File: config.mk
export PLATFORM = sky130hd
export DESIGN_NAME = smm_front_flat
export DESIGN_NICKNAME = d
export VERILOG_FILES = /design/src/hdl/smm_pkg.sv /design/src/hdl/smm_stream_if.sv /design/src/hdl/smm_front.sv /design/src/flat_wrapper.sv
export VERILOG_INCLUDE_DIRS = /design/src /design/src/hdl
export SDC_FILE = /design/constraint.sdc
export NUM_CORES = 1
export LEC_CHECK = 0
export BUFFER_PORTS_ARGS = -buffer_cell sky130_fd_sc_hd__clkbuf_2
export CORE_MARGIN = 5
export CORE_UTILIZATION = 50
export CTS_BUF_LIST = sky130_fd_sc_hd__clkbuf_4 sky130_fd_sc_hd__clkbuf_8 sky130_fd_sc_hd__clkbuf_16
export DETAILED_ROUTE_END_ITERATION = 10
export HOLD_SLACK_MARGIN = 0.05
export PLACE_DENSITY = 0.75
export SYNTH_ARGS = -nofsm -noshare
export SYNTH_HDL_FRONTEND = slang
export SYNTH_SLANG_ARGS = --single-unit
File: constraint.sdc
create_clock -name clk -period 2.2 [get_ports clk]
set_clock_uncertainty 0.1 [all_clocks]
set_input_delay 0.22 -clock clk [delete_from_list [all_inputs] [get_ports clk]]
set_output_delay 0.22 -clock clk [all_outputs]
set_load 0.05 [all_outputs]
File: src/hdl/shift_and_pattern_matcher_macros.svh
// ----------------------------------------------------------------------------
// Shift-And matcher assertion macros
// Shared concurrent assertion forms, clocked on clk and disabled in reset.
// ----------------------------------------------------------------------------
`ifndef SHIFT_AND_PATTERN_MATCHER_MACROS_SVH
`define SHIFT_AND_PATTERN_MATCHER_MACROS_SVH

// The consequent must hold in the same cycle as the antecedent.
`define SMM_ASSERT_SAME(lbl, ante, cons, msg) \
  lbl: assert property (@(posedge clk) disable iff (!rst_n) (ante) |-> (cons)) \
    else $error(msg);

// The consequent must hold in the cycle after the antecedent.
`define SMM_ASSERT_NEXT(lbl, ante, cons, msg) \
  lbl: assert property (@(posedge clk) disable iff (!rst_n) (ante) |=> (cons)) \
    else $error(msg);

`endif

File: src/hdl/smm_pkg.sv
// ----------------------------------------------------------------------------
// Shift-And matcher package
// Sizes, input kind codes, internal operation codes and the queue entry type.
// ----------------------------------------------------------------------------
package smm_pkg;

  // Longest pattern and number of character rows in the mask table.
  localparam int PATTERN_MAX = 64;
  localparam int ALPHABET    = 128;

  // Field widths of the channels.
  localparam int KIND_W = 2;
  localparam int CH_W   = 7;

  // Derived widths.
  localparam int LEN_W  = $clog2(PATTERN_MAX + 1);
  localparam int IDX_W  = (PATTERN_MAX > 1) ? $clog2(PATTERN_MAX) : 1;
  localparam int ADDR_W = (ALPHABET > 1) ? $clog2(ALPHABET) : 1;
  localparam int LIM_W  = CH_W + 2;

  // Decoupling queue between front and back.
  localparam int QDEPTH = 4;
  localparam int QPTR_W = $clog2(QDEPTH);
  localparam int QCNT_W = $clog2(QDEPTH + 1);

  // Input kind codes.
  localparam logic [KIND_W-1:0] KIND_CLEAR  = 2'd0;
  localparam logic [KIND_W-1:0] KIND_APPEND = 2'd1;
  localparam logic [KIND_W-1:0] KIND_SCAN   = 2'd2;
  localparam logic [KIND_W-1:0] KIND_RSVD   = 2'd3;

  // Classified operation carried through the queue.
  typedef enum logic [1:0] {
    OP_NOP,
    OP_CLEAR,
    OP_APPEND,
    OP_SCAN
  } op_t;

  typedef struct packed {
    op_t             op;
    logic [CH_W-1:0] ch;
  } q_item_t;

endpackage

File: src/hdl/smm_stream_if.sv
// ----------------------------------------------------------------------------
// Shift-And matcher channel interfaces
// Valid/ready channels for input items and for result items.
// ----------------------------------------------------------------------------
interface smm_in_if import smm_pkg::*; ();
  logic              valid;
  logic              ready;
  logic [KIND_W-1:0] kind;
  logic [CH_W-1:0]   ch;

  modport source (output valid, output kind, output ch, input ready);
  modport sink   (input valid, input kind, input ch, output ready);
endinterface


File: src/hdl/smm_front.sv
// ----------------------------------------------------------------------------
// Shift-And matcher front end
// Accepts input items, classifies the kind code and queues them for the back.
// ----------------------------------------------------------------------------
`include "shift_and_pattern_matcher_macros.svh"

module smm_front import smm_pkg::*; (
  input  logic       clk,
  input  logic       rst_n,
  smm_in_if.sink     in_ch,
  output logic       q_valid,
  output q_item_t    q_item,
  input  logic       q_pop
);

  q_item_t             q_mem_r [QDEPTH];
  logic [QPTR_W-1:0]   wr_ptr_r;
  logic [QPTR_W-1:0]   rd_ptr_r;
  logic [QCNT_W-1:0]   count_r;
  logic                push;
  op_t                 op_dec;

  // Space is left whenever the queue is not full.
  assign in_ch.ready = (count_r != QCNT_W'(QDEPTH));
  assign push        = in_ch.valid && in_ch.ready;

  // Classify the kind code; the reserved code does nothing.
  always_comb begin
    unique case (in_ch.kind)
      KIND_CLEAR:  op_dec = OP_CLEAR;
      KIND_APPEND: op_dec = OP_APPEND;
      KIND_SCAN:   op_dec = OP_SCAN;
      KIND_RSVD:   op_dec = OP_NOP;
      default:     op_dec = OP_NOP;
    endcase
  end

  // Queue storage.
  always_ff @(posedge clk) begin
    if (push) begin
      q_mem_r[wr_ptr_r] <= '{op: op_dec, ch: in_ch.ch};
    end
  end

  // Queue pointers and fill count.
  always_ff @(posedge clk) begin
    if (!rst_n) begin
      wr_ptr_r <= '0;
      rd_ptr_r <= '0;
      count_r  <= '0;
    end else begin
      if (push) begin
        wr_ptr_r <= wr_ptr_r + QPTR_W'(1);
      end
      if (q_pop) begin
        rd_ptr_r <= rd_ptr_r + QPTR_W'(1);
      end
      if (push && !q_pop) begin
        count_r <= count_r + QCNT_W'(1);
      end else if (!push && q_pop) begin
        count_r <= count_r - QCNT_W'(1);
      end
    end
  end

  assign q_valid = (count_r != '0);
  assign q_item  = q_mem_r[rd_ptr_r];

  `SMM_ASSERT_SAME(a_cnt_bound, 1'b1, count_r <= QCNT_W'(QDEPTH), "queue count overran")
  `SMM_ASSERT_SAME(a_pop_nonempty, q_pop, count_r != '0, "pop from empty queue")
  `SMM_ASSERT_NEXT(a_push_count, push && !q_pop, count_r == $past(count_r) + QCNT_W'(1),
                   "queue count did not grow on push")

endmodule

File: src/flat_wrapper.sv
// flat-port wrapper written by rule: the top's interface ports become plain ports
module smm_front_flat import smm_pkg::*;
  (clk, rst_n, q_valid, q_item, q_pop, in_ch_valid, in_ch_kind, in_ch_ch, in_ch_ready);
  smm_in_if in_ch_i ();
  input  logic clk;
  input  logic rst_n;
  output logic q_valid;
  output q_item_t q_item;
  input  logic q_pop;
  input wire logic [$bits(in_ch_i.valid)-1:0] in_ch_valid;
  input wire logic [$bits(in_ch_i.kind)-1:0] in_ch_kind;
  input wire logic [$bits(in_ch_i.ch)-1:0] in_ch_ch;
  output wire logic [$bits(in_ch_i.ready)-1:0] in_ch_ready;
  assign in_ch_i.valid = in_ch_valid;
  assign in_ch_i.kind = in_ch_kind;
  assign in_ch_i.ch = in_ch_ch;
  assign in_ch_ready = in_ch_i.ready;
  smm_front u_core (.clk(clk), .rst_n(rst_n), .in_ch(in_ch_i), .q_valid(q_valid), .q_item(q_item), .q_pop(q_pop));
endmodule
==> reports/results.ini <==
[critical_path]
arrival_ps = 2260
worst_path_dominant_cell_family = adder cells
cp.depth = 8
critPathCaptureType = register
critPathLaunchType = register
timing.rr.end = u_core.count_r[2]$_SDFFE_PN0P_
rr_worst_depth = 8
r2r_setup_slack_ps = 130
worstPathMaxFanout = 4
max_stage_delay_ps = 410
critPathSlowestCell = dfxtp_1
critPathBufInv = 1
cp_cell_sequence = nor2_1, a21boi_2, ha_1, inv_1, fa_1, xor2_1, or3_1, a21boi_1
reg2reg_from = u_core.count_r[1]$_SDFFE_PN0P_
worstSetupPathType = register to register
critPathRequiredTime_ps = 2390

[timing]
setup_slack_ps = 129
finalCritPeriodShare_pct = 94.1
setup_violations = 0
rsz0062_at_grt = false
finalCriticalPeriod_ps = 2070
worstMarginPinSlew_ps = 477
drv_slew = 0
tns_ps = 0
slew_headroom_pct = 68.2
timing.fmax_ghz = 0.483
hold_viol_final = 0

[die]
die_h_um = 70.1
core-area_sq_mm = 0.00342
dieArea_sq_mm = 0.00491
io_pins = 24
row_count = 21
start_util_pct = 52.8
die_w_um = 70.1

[logic_synthesis]
synth_flop_cell = edfxtp_1
synthSimpleGateAreaFrac_pct = 5.62
synthXorXnorAreaFrac_pct = 1.94
synth.top_cell.area_share_pct = 59.9
synth.most_common_cell = edfxtp_1
syn_nets = 121
synth_compound_area_share_pct = 1.32
netlist_area_sq_mm = 0.00180
yosysSeqAreaShare_pct = 69.9
synthMuxAreaShare_pct = 12.9
syn_inst = 100
yosys.area.top_type = edfxtp_1
synth-async-reset-ratio_pct = 0
ys.warnings.count = 0
synth_top_family_by_area = multiplexers
synth_edf_count = 36
synthAdderAreaFrac_pct = 5.96
synth_area_leaders = edfxtp_1 (60%), mux4_2 (11%), dfxtp_1 (10%), ha_1 (4.9%), and2_1 (2.8%)
avgSynthCellArea_sq_um = 18.0
synth.top_cells.by_count = edfxtp_1 (36), dfxtp_1 (9), mux4_2 (9), and2_1 (8), ha_1 (7)
synth.distinct_cells = 21
ys_seq_elements = 45

[grt]
grt_first_pass_wirelength_mm = 4.44
grt_antenna_before_repair = 0
grt_use_total_pct = 11.8
grt_start_max_net_pins = 15
gr-total-overflow = 0
grt_pass1_vias = 966

[place]
io_buffer_count = 23
place_inst = 168
gp_congestion = 0.644
place_area_sq_mm = 0.00197
dp_hpwl_mm = 1.89
dp_slack_ps = 105

[worst_hold_path]
hold_path_depth = 2
hold_start = rst_n
worstHoldPathType = primary input to register
hold-path-endpoint = u_core.count_r[2]$_SDFFE_PN0P_

[final_layout]
final_cells = 183
drive_above_1_share_pct = 32.1
diodes = 0
nFillCells = 266
syn_to_final_growth_pct = 17.6
final_nets = 157
fin_area_sq_mm = 0.00212

[clock_tree]
ctsLongestPathBuffers = 2
path_clk_slew_ps = 130
postCtsSetupBuffers = 0
htreeDepth = 2
insertion_delay_ps = 350
cts_tree = yes
root_buffer = clkbuf_4
cts.sinks = 45
cts_buffers = 5

[power_and_ir_drop]
vdd_drop_max_mv = 0.450
p_leak_nw = 0.796
power_density_mw_per_mm2 = 982
power.total_mw = 2.08

[drt]
via_per_inst = 4.97
drc = 0
drtIter0Drc = 47
avgRoutedWirePerCell_um = 14.3
detail_route.first_pass.iterations = 4
antenna_left = 0
wirelength_mm = 2.62
vias = 909

[run_status]
status = complete, no violations

[flow_run]
max-cap-violations = 0

report_power, final:
group / switching, mW / internal, mW
Combinational: 0.347 / 0.181
Clock: 0.248 / 0.235
Sequential: 0.0495 / 1.02
metal layers:
layer	track usage [%]	routed length, um	vias up
li1	-	-	442
met1	13.6	1040	448
met2	20.5	1440	15
met3	3.30	109	4
met4	5.11	35	0
met5	0	0	-
cell families (layout without fill, tap and decap cells):
kind of cell	count (synthesis)	in the layout
buf+inv	9	46
compound gates	3	3
simple gates	19	19
fa+ha+maj	8	8
flops	45	45
mux	12	12
xor+xnor	4	4
worst reg2reg max path, stage by stage (launching register included):
cell,delay [ps]
dfxtp_1,410
nor2_1,80
a21boi_2,160
ha_1,210
inv_1,60
fa_1,380
xor2_1,160
or3_1,310
a21boi_1,140
how the worst max path moves through the flow:
stage,slack [ps],start,end
after floorplan,110,u_core.count_r[0]$_SDFFE_PN0P_,u_core.count_r[2]$_SDFFE_PN0P_
after global placement,240,u_core.count_r[0]$_SDFFE_PN0P_,u_core.count_r[2]$_SDFFE_PN0P_
after detailed placement,100,u_core.count_r[0]$_SDFFE_PN0P_,u_core.count_r[2]$_SDFFE_PN0P_
after CTS,60,u_core.count_r[0]$_SDFFE_PN0P_,u_core.count_r[2]$_SDFFE_PN0P_
after global routing,4,u_core.count_r[1]$_SDFFE_PN0P_,u_core.count_r[2]$_SDFFE_PN0P_
final,130,u_core.count_r[1]$_SDFFE_PN0P_,u_core.count_r[2]$_SDFFE_PN0P_
registers in the layout (all words and copies together) (netlist names), named ones only:
signal           flops
u_core.count_r       3
u_core.wr_ptr_r      2
u_core.rd_ptr_r      2
u_core.q_mem_r      36
layout by cell type, fill, tap and decap left out, types with 2 or more instances in the layout:
cell type	n
or3_1	2
dfxtp_1	8
dlygate4sd3_1	7
mux4_2	9
mux2i_1	3
clkbuf_4	5
xor2_1	2
edfxtp_1	36
buf_4	2
clkbuf_2	23
ha_1	7
xnor2_1	2
nand2_1	6
and2_1	8
inv_1	6
per-stage QoR:
step	util [%]	hold slack, ps
4_1_cts	62.1	96.8
3_3_place_gp	57.7	334
3_5_place_dp	57.7	340
5_1_grt	62.1	114
2_1_floorplan	-	219
6_report	62.1	103
area by class of cell:
type,instances,area [sq um],area share [%]
Sequential cell,45,1260,59.5
Timing Repair Buffer,32,200,9.43
Tap cell,46,57.6,2.71
Multi-Input combinational cell,46,500,23.6
Inverter,6,22.5,1.06
Clock inverter,3,41.3,1.95
Clock buffer,5,37.5,1.77
repair_timing:
item	in CTS	in global routing
resized for setup	0	1
endpoints found under the setup margin	0	1
hold buffers	7	0
endpoints found under the hold margin	28	0
Note: power is estimated with default switching activity, not from simulation.
